<file path="src/hw/rtl/kdpl_pkg.sv">
`default_nettype none

package kdpl_pkg;

    // Width of the millisecond stamps; ticks are used modulo 2^TICK_BITS
    localparam int TICK_BITS   = 32;
    localparam int NUM_KEYS    = 8;
    localparam int NUM_BUTTONS = 4;
    localparam int NUM_DIRS    = NUM_KEYS - NUM_BUTTONS;
    localparam int KEY_W       = $clog2(NUM_KEYS);
    localparam int DIR_W       = $clog2(NUM_DIRS);

    localparam int NOW_W   = 32;
    localparam int LOCK_W  = 16;
    localparam int CAL_W   = 12;
    localparam int CFG_W   = 16;
    localparam int CFG_IDX_W = 3;
    // signed compare width, room for cal + margin and cal - margin
    localparam int CMP_W   = CAL_W + 2;

    typedef enum logic [1:0] {
        REQ_BUTTON = 2'd0,
        REQ_AXIS   = 2'd1,
        REQ_QUERY  = 2'd2,
        REQ_CLEAR  = 2'd3
    } t_req_type;

    localparam logic [CFG_IDX_W-1:0] CFG_BTN_LOCK  = 3'd0;
    localparam logic [CFG_IDX_W-1:0] CFG_AXIS_LOCK = 3'd1;
    localparam logic [CFG_IDX_W-1:0] CFG_X_LOW     = 3'd2;
    localparam logic [CFG_IDX_W-1:0] CFG_X_HIGH    = 3'd3;
    localparam logic [CFG_IDX_W-1:0] CFG_Y_LOW     = 3'd4;
    localparam logic [CFG_IDX_W-1:0] CFG_Y_HIGH    = 3'd5;

    localparam logic [LOCK_W-1:0] BTN_LOCK_RST  = 16'd50;
    localparam logic [LOCK_W-1:0] AXIS_LOCK_RST = 16'd200;
    localparam logic [CAL_W-1:0]  CAL_LOW_RST   = 12'd0;
    localparam logic [CAL_W-1:0]  CAL_HIGH_RST  = 12'd4095;

    localparam logic signed [CMP_W-1:0] RIGHT_MARGIN = 14'sd300;
    localparam logic signed [CMP_W-1:0] LEFT_MARGIN  = 14'sd100;
    localparam logic signed [CMP_W-1:0] VERT_MARGIN  = 14'sd50;

    localparam logic [TICK_BITS-1:0] QUERY_HOLD_MS = TICK_BITS'(50);

    typedef struct packed {
        logic [LOCK_W-1:0] button_lockout_ms;
        logic [LOCK_W-1:0] axis_lockout_ms;
        logic [CAL_W-1:0]  x_low_cal;
        logic [CAL_W-1:0]  x_high_cal;
        logic [CAL_W-1:0]  y_low_cal;
        logic [CAL_W-1:0]  y_high_cal;
    } t_cfg;

    typedef struct packed {
        t_req_type         req_type;
        logic [KEY_W-1:0]  key_index;
        logic              button_level;
        logic [CAL_W-1:0]  axis_x;
        logic [CAL_W-1:0]  axis_y;
        logic [NOW_W-1:0]  now_ms;
    } t_req;

    typedef struct packed {
        logic                key_was_pressed;
        logic [NUM_KEYS-1:0] latch_mask;
    } t_rsp;

endpackage

`default_nettype wire

</file>
<file path="src/hw/rtl/kdpl_cfg_regs.sv">
`default_nettype none

module kdpl_cfg_regs (
    input  wire logic                           i_clk,
    input  wire logic                           i_rst_n,
    input  wire logic                           i_cfg_we,
    input  wire logic [kdpl_pkg::CFG_IDX_W-1:0] i_cfg_idx,
    input  wire logic [kdpl_pkg::CFG_W-1:0]     i_cfg_wdata,
    output kdpl_pkg::t_cfg                      o_cfg
);

    kdpl_pkg::t_cfg r_cfg;

    always_ff @(posedge i_clk) begin
        if (!i_rst_n) begin
            r_cfg.button_lockout_ms <= kdpl_pkg::BTN_LOCK_RST;
            r_cfg.axis_lockout_ms   <= kdpl_pkg::AXIS_LOCK_RST;
            r_cfg.x_low_cal         <= kdpl_pkg::CAL_LOW_RST;
            r_cfg.x_high_cal        <= kdpl_pkg::CAL_HIGH_RST;
            r_cfg.y_low_cal         <= kdpl_pkg::CAL_LOW_RST;
            r_cfg.y_high_cal        <= kdpl_pkg::CAL_HIGH_RST;
        end else if (i_cfg_we) begin
            unique case (i_cfg_idx)
                kdpl_pkg::CFG_BTN_LOCK: begin
                    r_cfg.button_lockout_ms <= i_cfg_wdata[kdpl_pkg::LOCK_W-1:0];
                end
                kdpl_pkg::CFG_AXIS_LOCK: begin
                    r_cfg.axis_lockout_ms <= i_cfg_wdata[kdpl_pkg::LOCK_W-1:0];
                end
                kdpl_pkg::CFG_X_LOW: begin
                    r_cfg.x_low_cal <= i_cfg_wdata[kdpl_pkg::CAL_W-1:0];
                end
                kdpl_pkg::CFG_X_HIGH: begin
                    r_cfg.x_high_cal <= i_cfg_wdata[kdpl_pkg::CAL_W-1:0];
                end
                kdpl_pkg::CFG_Y_LOW: begin
                    r_cfg.y_low_cal <= i_cfg_wdata[kdpl_pkg::CAL_W-1:0];
                end
                kdpl_pkg::CFG_Y_HIGH: begin
                    r_cfg.y_high_cal <= i_cfg_wdata[kdpl_pkg::CAL_W-1:0];
                end
                default: begin
                    // unmapped index: write dropped
                end
            endcase
        end
    end

    assign o_cfg = r_cfg;

endmodule

`default_nettype wire

</file>
<file path="src/hw/rtl/kdpl_core.sv">
`default_nettype none

module kdpl_core (
    input  wire logic  i_clk,
    input  wire logic  i_rst_n,
    input  wire logic  i_step,
    input  wire kdpl_pkg::t_cfg i_cfg,
    input  wire kdpl_pkg::t_req i_req,
    output kdpl_pkg::t_rsp o_rsp
);

    logic [kdpl_pkg::TICK_BITS-1:0] r_stamps [kdpl_pkg::NUM_KEYS];
    logic [kdpl_pkg::TICK_BITS-1:0] n_stamps [kdpl_pkg::NUM_KEYS];
    logic [kdpl_pkg::NUM_KEYS-1:0]  r_latches;
    logic [kdpl_pkg::NUM_KEYS-1:0]  n_latches;

    logic [kdpl_pkg::TICK_BITS-1:0] now_t;
    logic [kdpl_pkg::TICK_BITS-1:0] btn_stamp;
    logic [kdpl_pkg::TICK_BITS-1:0] btn_age;
    logic [kdpl_pkg::TICK_BITS-1:0] btn_lock;
    logic [kdpl_pkg::TICK_BITS-1:0] axis_lock;
    logic [kdpl_pkg::TICK_BITS-1:0] dir_age [kdpl_pkg::NUM_DIRS];
    logic [kdpl_pkg::NUM_DIRS-1:0]  dir_down;
    logic signed [kdpl_pkg::CMP_W-1:0] x_s, y_s;
    logic signed [kdpl_pkg::CMP_W-1:0] xl_s, xh_s, yl_s, yh_s;
    logic answer;

    assign now_t     = kdpl_pkg::TICK_BITS'(i_req.now_ms);
    assign btn_lock  = kdpl_pkg::TICK_BITS'(i_cfg.button_lockout_ms);
    assign axis_lock = kdpl_pkg::TICK_BITS'(i_cfg.axis_lockout_ms);

    // only buttons use this age; bit 2 of the key is checked separately
    assign btn_stamp = r_stamps[{1'b0, i_req.key_index[kdpl_pkg::KEY_W-2:0]}];
    assign btn_age   = now_t - btn_stamp;

    assign x_s  = $signed({2'b00, i_req.axis_x});
    assign y_s  = $signed({2'b00, i_req.axis_y});
    assign xl_s = $signed({2'b00, i_cfg.x_low_cal});
    assign xh_s = $signed({2'b00, i_cfg.x_high_cal});
    assign yl_s = $signed({2'b00, i_cfg.y_low_cal});
    assign yh_s = $signed({2'b00, i_cfg.y_high_cal});

    // order: right, left, up, down
    assign dir_down[0] = x_s > (xh_s - kdpl_pkg::RIGHT_MARGIN);
    assign dir_down[1] = x_s < (xl_s + kdpl_pkg::LEFT_MARGIN);
    assign dir_down[2] = y_s < (yl_s + kdpl_pkg::VERT_MARGIN);
    assign dir_down[3] = y_s > (yh_s - kdpl_pkg::VERT_MARGIN);

    always_comb begin
        for (int k = 0; k < kdpl_pkg::NUM_DIRS; k++) begin
            dir_age[kdpl_pkg::DIR_W'(k)] =
                now_t - r_stamps[kdpl_pkg::KEY_W'(k + kdpl_pkg::NUM_BUTTONS)];
        end
    end

    always_comb begin
        n_stamps  = r_stamps;
        n_latches = r_latches;
        answer    = 1'b0;
        unique case (i_req.req_type)
            kdpl_pkg::REQ_BUTTON: begin
                // a zero stamp never locks a button out
                if (!i_req.key_index[kdpl_pkg::KEY_W-1] &&
                    !(btn_stamp != '0 && btn_age < btn_lock)) begin
                    n_stamps[i_req.key_index]  = now_t;
                    n_latches[i_req.key_index] = 1'b1;
                end
            end
            kdpl_pkg::REQ_AXIS: begin
                for (int k = 0; k < kdpl_pkg::NUM_DIRS; k++) begin
                    if (dir_down[kdpl_pkg::DIR_W'(k)] &&
                        dir_age[kdpl_pkg::DIR_W'(k)] >= axis_lock) begin
                        n_stamps[kdpl_pkg::KEY_W'(k + kdpl_pkg::NUM_BUTTONS)]  = now_t;
                        n_latches[kdpl_pkg::KEY_W'(k + kdpl_pkg::NUM_BUTTONS)] = 1'b1;
                    end
                end
            end
            kdpl_pkg::REQ_QUERY: begin
                answer = r_latches[i_req.key_index];
                // button let go too soon after its press: not a real press
                if (!i_req.key_index[kdpl_pkg::KEY_W-1] && i_req.button_level &&
                    btn_age < kdpl_pkg::QUERY_HOLD_MS) begin
                    answer = 1'b0;
                end
                n_latches[i_req.key_index] = 1'b0;
            end
            kdpl_pkg::REQ_CLEAR: begin
                n_latches = '0;
            end
            default: begin
            end
        endcase
    end

    always_ff @(posedge i_clk) begin
        if (!i_rst_n) begin
            r_stamps  <= '{default: '0};
            r_latches <= '0;
        end else if (i_step) begin
            r_stamps  <= n_stamps;
            r_latches <= n_latches;
        end
    end

    assign o_rsp.key_was_pressed = answer;
    assign o_rsp.latch_mask      = n_latches;

endmodule

`default_nettype wire

</file>
<file path="src/hw/rtl/key_debounce_press_latch_unit.sv">
// Press qualifier for eight keys (buttons 0-3, joystick directions 4-7).
// Each input transfer yields exactly one result transfer, in order. The
// request goes into an input register, is evaluated against the stamp and
// latch state by combinational compare/subtract logic, and its result lands
// in an output register, from which it is offered and transfers when the
// output side is not stalled. One request per cycle is sustained while the
// output side is not stalled; the input register and output register let a
// new request be taken while a finished result waits. Configuration writes
// take effect at the next edge and should be made while no request is in
// flight.
`default_nettype none

module key_debounce_press_latch_unit (
    input  wire logic                           i_clk,
    input  wire logic                           i_rst_n,
    input  wire logic                           i_cfg_we,
    input  wire logic [kdpl_pkg::CFG_IDX_W-1:0] i_cfg_idx,
    input  wire logic [kdpl_pkg::CFG_W-1:0]     i_cfg_wdata,
    input  wire logic                           i_in_valid,
    output      logic                           o_in_ready,
    input  wire logic [1:0]                     i_req_type,
    input  wire logic [kdpl_pkg::KEY_W-1:0]     i_key_index,
    input  wire logic                           i_button_level,
    input  wire logic [kdpl_pkg::CAL_W-1:0]     i_axis_x,
    input  wire logic [kdpl_pkg::CAL_W-1:0]     i_axis_y,
    input  wire logic [kdpl_pkg::NOW_W-1:0]     i_now_ms,
    output      logic                           o_out_valid,
    input  wire logic                           i_out_ready,
    output      logic                           o_key_was_pressed,
    output      logic [kdpl_pkg::NUM_KEYS-1:0]  o_latch_mask
);

    kdpl_pkg::t_cfg cfg;
    kdpl_pkg::t_req r_req;
    kdpl_pkg::t_rsp core_rsp;
    kdpl_pkg::t_rsp r_rsp;
    logic r_in_valid;
    logic r_out_valid;
    logic advance;
    logic step;

    assign advance    = !r_out_valid || i_out_ready;
    assign step       = r_in_valid && advance;
    assign o_in_ready = !r_in_valid || advance;

    kdpl_cfg_regs u_cfg (
        .i_clk       (i_clk),
        .i_rst_n     (i_rst_n),
        .i_cfg_we    (i_cfg_we),
        .i_cfg_idx   (i_cfg_idx),
        .i_cfg_wdata (i_cfg_wdata),
        .o_cfg       (cfg)
    );

    kdpl_core u_core (
        .i_clk   (i_clk),
        .i_rst_n (i_rst_n),
        .i_step  (step),
        .i_cfg   (cfg),
        .i_req   (r_req),
        .o_rsp   (core_rsp)
    );

    always_ff @(posedge i_clk) begin
        if (!i_rst_n) begin
            r_in_valid  <= 1'b0;
            r_out_valid <= 1'b0;
        end else begin
            if (o_in_ready) begin
                r_in_valid <= i_in_valid;
            end
            if (advance) begin
                r_out_valid <= r_in_valid;
            end
        end
    end

    always_ff @(posedge i_clk) begin
        if (i_in_valid && o_in_ready) begin
            r_req.req_type     <= kdpl_pkg::t_req_type'(i_req_type);
            r_req.key_index    <= i_key_index;
            r_req.button_level <= i_button_level;
            r_req.axis_x       <= i_axis_x;
            r_req.axis_y       <= i_axis_y;
            r_req.now_ms       <= i_now_ms;
        end
        if (step) begin
            r_rsp <= core_rsp;
        end
    end

    assign o_out_valid       = r_out_valid;
    assign o_key_was_pressed = r_rsp.key_was_pressed;
    assign o_latch_mask      = r_rsp.latch_mask;

endmodule

`default_nettype wire

</file>
<file path="config.mk">
export PLATFORM = sky130hd
export DESIGN_NAME = key_debounce_press_latch_unit
export DESIGN_NICKNAME = d
export VERILOG_FILES = /design/src/hw/rtl/kdpl_pkg.sv /design/src/hw/rtl/kdpl_cfg_regs.sv /design/src/hw/rtl/kdpl_core.sv /design/src/hw/rtl/key_debounce_press_latch_unit.sv
export SDC_FILE = /design/constraint.sdc
export NUM_CORES = 1
export LEC_CHECK = 0
export BUFFER_PORTS_ARGS = -buffer_cell sky130_fd_sc_hd__buf_2
export CORE_AREA = 5 5 156 128
export CTS_BUF_LIST = sky130_fd_sc_hd__clkbuf_8
export CTS_CLUSTER_SIZE = 30
export DETAILED_ROUTE_END_ITERATION = 7
export DIE_AREA = 0 0 161 133
export PLACE_DENSITY_LB_ADDON = 0.2
export RECOVER_POWER = 50
export SKIP_LAST_GASP = 1
export SLEW_MARGIN = 10
export SYNTH_ARGS = -nofsm -noshare
export SYNTH_HDL_FRONTEND = slang
export SYNTH_SLANG_ARGS = --single-unit
</file>
<file path="constraint.sdc">
create_clock -name i_clk -period 7.6 [get_ports i_clk]
set_input_delay 0.76 -clock i_clk [delete_from_list [all_inputs] [get_ports i_clk]]
set_output_delay 0.76 -clock i_clk [all_outputs]
set_load 0.03 [all_outputs]
</file>
; After elaboration in Yosys (flattened, before gate mapping)
; Cells that the tools add are included.
[op_classes]
muxes = 12
bitwise_logic = 6
magnitude_cmp = 7
addsub = 1
eq_ne = 2
shifts = 0
mul = 0
n_div = 0
n_reduce_logical = 20
[ops]
columns = cell, n
row1 = $bwmux 256, 1
row2 = $bmux 32 s3, 1
row3 = $demux 32 s3, 1
row4 = $mux 32, 3
row5 = $lt 32x16->1, 1
row6 = $lt 32x6->1 const B, 1
row7 = $reduce_bool 32->1, 1
row8 = $sub 32x32->32, 1
row9 = $pmux 8 s3, 1
row10 = $and 8x8->8, 1
row11 = $ge 4x4->1 const B, 2
row12 = $logic_and 1x1->1, 8
row13 = $mux 8, 1
row14 = $not 8->8, 1
row15 = $or 8x8->8, 1
row16 = $eq 2x2->1 const B, 2
row17 = $logic_not 1->1, 4
row18 = $lt 3x4->1 const B, 1
row19 = $lt 4x1->1 const B, 1
row20 = $not 2->4, 1
row21 = $not 3->4, 1
row22 = $bmux 1 s3, 1
row23 = $demux 1 s3, 1
row24 = $ge 3x1->1 const B, 1
row25 = other kinds (8), 10
[word_totals]
ram_bits = 0
latch_bits = 0
input_bits = 86
memories = 0
reg_bits = 329
mem_bits_ro = 0
elab_cells = 66

; Logic depth before layout (Yosys ltp)
[logic_depth]
depth_word = 11
ltp_mapped = 23
mapped_depth_nobuf = 20

; Hierarchy
; Synthesis repeated with hierarchy kept, for this count alone.
[hier_totals]
cells_unflattened = 1334
hier_area_um2 = 13977.2
[by_module_without_submodules]
columns = mod, instances, seq_area_each_um2, area_each_um2, cells_per_inst
row1 = kdpl_core, 1, 2722.6, 8640.8, 956
row2 = kdpl_cfg_regs, 1, 1601.5, 3100.5, 298
row3 = key_debounce_press_latch_unit, 1, 2172.1, 2235.9, 80

; Least setup slack after synthesis
; Ideal clock, no wire load.
[synth_timing]
path_kind = reg-to-reg
start = reg r_req[57] in the netlist's numbering
end = reg u_core.r_stamps[162] in the netlist's numbering
period_less_slack_ns = 5.249
path_slack_ns = 2.351
setup_ns = 0.072
path_stages_with_launch = 24
required_ns = 7.528
arrival_time_ns = 5.178
cell_sequence = edfxtp_1 -> clkbuf_1 -> buf_1 -> mux4_2 -> inv_1 -> ha_1 -> and2_1 -> a221oi_1 -> a21boi_0 -> o21ai_0 -> nand2b_1 -> a21o_1 -> a21oi_1 -> xnor2_1 -> ha_1 -> a21o_1 -> a21o_1 -> a21oi_1 -> o221ai_1 -> nor2_1 -> nand4_4 -> nand4_4 -> buf_12 -> mux2i_1
[synth_via]
elab_chain_len = 10
word_cells_on_any_way = 18
classes_between = add/sub: 1 / order compare: 3 / mux: 6 / bitwise: 2 / reduce/logical: 6
[synth_lines]
columns = element, line_no
row1 = "start, declared", key_debounce_press_latch_unit.sv:34  ; kdpl_pkg::t_req r_req;
row2 = $not 2->4 (not written as such), kdpl_core.sv:33  ; assign btn_stamp = r_stamps[{1'b0, i_req.key_index[kdpl_pkg::KEY_W-2:0]}];
row3 = $bmux 32 s3, kdpl_core.sv:33
row4 = $mux 32 (not written as such) (2 in a row), kdpl_core.sv:33
row5 = $sub 32x32->32, kdpl_core.sv:34  ; assign btn_age = now_t - btn_stamp;
row6 = $lt 32x16->1, kdpl_core.sv:64  ; !(btn_stamp != '0 && btn_age < btn_lock)) begin
row7 = $logic_and 1x1->1, kdpl_core.sv:64
row8 = $logic_not 1->1, kdpl_core.sv:64
row9 = $logic_and 1x1->1, kdpl_core.sv:63  ; if (!i_req.key_index[kdpl_pkg::KEY_W-1] &&
row10 = $reduce_and 3->1 (no line), n/a
row11 = "end signal, assigned", kdpl_core.sv:100  ; r_stamps <= n_stamps;
row12 = "end, declared", kdpl_core.sv:12  ; logic [kdpl_pkg::TICK_BITS-1:0] r_stamps [kdpl_pkg::NUM_KEYS];
; Parallel ways exist; a longest one is shown, timed or not. The select of a mux whose other input is x is not followed.
; A chain may end at the register's enable or synchronous reset.

; Worst setup path in the final report
[layout_timing]
start = reg r_req[57] in the netlist's numbering
end = reg u_core.r_stamps[165] in the netlist's numbering
; Same word-level chain as after synthesis.

==> results.sh <==
export IMPL_synth_main_ff_cell="sky130_fd_sc_hd__dfxtp_1"
export IMPL_power_frac_clock_pct=41.4
export IMPL_power_share_sequential_pct=48.4
export IMPL_yosysWarningCount=0
export IMPL_maxSlewViolCount=106
export IMPL_path_max_fanout=33
export IMPL_setup_viol=0
export IMPL_gp_congestion=0.9730
export IMPL_synth_top_area_share_pct=28.57
export IMPL_tightestPinTransition_ns=2.836
export IMPL_finalHoldViolCount=0
export IMPL_setup_repair_after_global_routing_missed_its_margin="no"
export IMPL_crit_required_ns=8.01
export IMPL_worstSetupEndpointType="flip-flop"
export IMPL_post_dp_cell_area_um2=11130
export IMPL_starting_density_of_the_core_pct=58.42
export IMPL_detailed_place_hpwl_um=17860
export IMPL_peakVddDrop_mv=0.1542
export IMPL_count_of_h_tree_levels_built_during_cts=2
export IMPL_power_internal_uw=1753
export IMPL_result_of_the_run="complete, but fails checks"
export IMPL_timing_slew_headroom_pct=-89.05
export IMPL_failed_checks="max-capacitance violations, max-slew violations"
export IMPL_synth_async_reset_ratio_pct=0
export IMPL_cts_root_buf="sky130_fd_sc_hd__clkbuf_8"
export IMPL_post_cts_resized_instances=0
export IMPL_cts_setup_buffers=0
export IMPL_final_area_um2=11780
export IMPL_max_clock_path_buffers=3
export IMPL_synth_area_leader_cell="sky130_fd_sc_hd__dfxtp_1"
export IMPL_overflow=0
export IMPL_wl_um=25360
export IMPL_synth_distinct_cells=72
export IMPL_drtIter0Drc=647
export IMPL_die_x_um=161
export IMPL_route_vias_total=8184
export IMPL_grt_first_pass_wirelength_um=41590
export IMPL_crit_path_max_incr_delay_ns=0.91
export IMPL_netlist_area_um2=10790
export IMPL_power_combinational_fraction_pct=10.3
export IMPL_ys_seq_area_share_pct=41.66
export IMPL_fmax_ghz=0.1518
export IMPL_area_growth_syn_to_layout_pct=9.184
export IMPL_worst_clock_skew_ns=0.01808
export IMPL_coreArea_um2=18470
export IMPL_layout_common_cells="224 x sky130_fd_sc_hd__nand2_1, 154 x sky130_fd_sc_hd__dfxtp_1, 133 x sky130_fd_sc_hd__mux2i_1, 67 x sky130_fd_sc_hd__inv_1, 59 x sky130_fd_sc_hd__buf_2"
export IMPL_track_usage_pct=23.81
export IMPL_clock_insertion_delay_worst_skew_ns=0.51
export IMPL_synth_enable_flop_cells=47
export IMPL_vias_per_cell=5.918
export IMPL_layout_commonest_cell="sky130_fd_sc_hd__nand2_1"
export IMPL_cts_hold_fix_buffers=0
export IMPL_synth_area_leaders="sky130_fd_sc_hd__dfxtp_1 29%, sky130_fd_sc_hd__edfxtp_1 13%, sky130_fd_sc_hd__mux2i_1 12%, sky130_fd_sc_hd__nand2_1 7.8%, sky130_fd_sc_hd__mux4_2 6.9%"
export IMPL_worst_hold_path_type="input port to flip-flop"
export IMPL_maxCapViolations=3
export IMPL_critPathKind="flip-flop to flip-flop"
export IMPL_antenna_left=0
export IMPL_worst_setup_hold_path_clk_slew_ns=0.06
export IMPL_ios=97
export IMPL_path_common_cell="sky130_fd_sc_hd__a21o_1"
export IMPL_ordered_list_of_cells_on_the_worst_path="buf_4, mux4_2, inv_1, ha_1, nor2b_1, o211ai_1, a21boi_0, o21ai_0, nand2b_1, a21o_1, a21oi_1, xnor2_1, ha_1, a21o_1, a21o_1, a21oi_1, o221ai_1, nor2_1, nand4_1, nand4_4, mux2i_1"
export IMPL_firstDrtPassIters=5
export IMPL_synth_cells=1073
export IMPL_nets=1257
export IMPL_layout_drive_gt1_share_pct=13.68
export IMPL_cellPowerDensity_nw_per_um2=199.0
export IMPL_routed_wirelength_normalized_by_instance_count_um=18.34
export IMPL_cp_data_arrival_time_ns=6.99
export IMPL_numClockSinks=201
export IMPL_final_core_utilization_pct=63.79
export IMPL_drc_errors=0
export IMPL_setup_tns_ns=0
export IMPL_sw_frac_of_total_pct=25.20
export IMPL_power_net_switching_uw=590.8
export IMPL_grt_start_max_net_pins=85
export IMPL_insertedDiodeCount=0
export IMPL_final_fill_count=1526
export IMPL_antenna_violations_before_repair=0
export IMPL_final_min_period_over_clock_period_pct=86.69
export IMPL_syn_avg_cell_area_um2=10.06
export IMPL_dieArea_um2=21410
export IMPL_numCtsBuffers=34
export IMPL_core_rowCount=45
export IMPL_critical_path_slowest_cell="sky130_fd_sc_hd__nand4_4"
export IMPL_cts_tree="yes"
export IMPL_mappedNetlistNets=1207
export IMPL_fp_dieH_um=133
export IMPL_ys_ff_latch=201
export IMPL_io_buffer_count=72
export IMPL_worstSetupStartpointType="flip-flop"
export IMPL_cellLeakagePower_uw=0.005208
export IMPL_final_min_clock_period_ns=6.588
export IMPL_first_global_vias=8020
-- logic make-up after synthesis --
kind of cell               after synthesis  synth area share (%)
AOI/OAI and AO/OA                      175                 11.25
adders and majority gates               48                 5.636
DFF                                    201                 41.66
xor gates and xnor gates                20                 1.624
buffers and inverters                  118                 5.300
muxes                                  167                 19.33
and+or+nand+nor                        344                 15.20
-- worst max-delay path, delay by kind of cell (launching register included) --
| family | cells | cell delay, ns |
|---|---|---|
| AND/OR/NAND/NOR | 5 | 1.82 |
| adder cells (fa/ha/maj) | 2 | 0.57 |
| AO/OA/AOI/OAI | 9 | 1.64 |
| XOR/XNOR | 1 | 0.26 |
| buffers and inverters | 2 | 0.51 |
| flip-flops | 1 | 0.79 |
| multiplexers | 2 | 0.87 |
-- cell usage after synthesis, drive strengths merged, types with 3 or more instances --
cell     count
a211o        4
a21boi      20
a21o        12
a21oi       45
a221oi       5
a32o         4
and2        11
and3         8
and3b        3
and4         7
buf         24
clkbuf      40
dfxtp      154
edfxtp      47
ha          47
inv         53
mux2i      133
mux4        33
nand2      224
nand2b       6
nand3        6
nand4       17
nor2        27
nor2b        6
nor3         7
nor4        12
o211a        5
o211ai       6
o21a        13
o21ai       38
o21bai       3
o2bb2ai      3
or3          3
xnor2       15
xor2         5
-- final timing paths --
kind | startpoint | to | cells past startpoint | slack [ns]
setup / recovery | r_req[57] | u_core.r_stamps[165] | 21 | 1.01
hold / removal | i_now_ms[10] | r_req[10] | 1 | 0.43
setup reg to reg | r_req[57] | u_core.r_stamps[165] | 21 | 1.01
hold reg to reg | u_core.r_stamps[173] | u_core.r_stamps[173] | 2 | 0.46
-- power by group through the flow --
stage / Sequential (uW) / Clock, uW / Combinational (uW)
2_1_floorplan: 1150 / 0 / 174
3_3_place_gp: 1160 / 0 / 235
3_5_place_dp: 1160 / 0 / 239
4_1_cts: 1130 / 991 / 240
5_1_grt: 1140 / 1040 / 268
6_report: 1130 / 969 / 241
-- flip-flops by register name, indices dropped and copies added, names as in the netlist --
name               cells
u_cfg.o_cfg           16
u_core.r_stamps      128
r_in_valid             1
o_latch_mask           8
o_key_was_pressed      1
o_out_valid            1
r_req                 38
u_core.r_latches       8
-- per-stage QoR --
step / std cells / hold slack, ns / setup WS (ns) / total power, uW
final: 1383 / 0.4265 / 1.012 / 2344
after global routing: 1383 / 0.4068 / 0.4790 / 2441
after CTS: 1383 / 0.4055 / 1.427 / 2364
after detailed placement: 1322 / 0.4496 / 1.447 / 1395
after global placement: 1322 / 0.4425 / 1.564 / 1391
after floorplan: 1073 / 0.4353 / 2.351 / 1324
-- layout make-up --
cell class	count	area, um2	share of cell area (%)
Clock buffer	40	550.5	4.673
Clock inverter	21	140.1	1.190
Inverter	54	202.7	1.721
Multi-Input combinational cell	754	5713	48.50
Sequential cell	201	4494	38.15
Tap cell	235	294.0	2.496
Timing Repair Buffer	78	385.4	3.271
-- per-layer routing --
layer / track usage (%) / share of wire [%]
met5: 0 / 0
met4: 5.353 / 1.8
met3: 5.325 / 6.5
met2: 36.67 / 44
met1: 34.56 / 47
(Power assumes the default switching activity.)
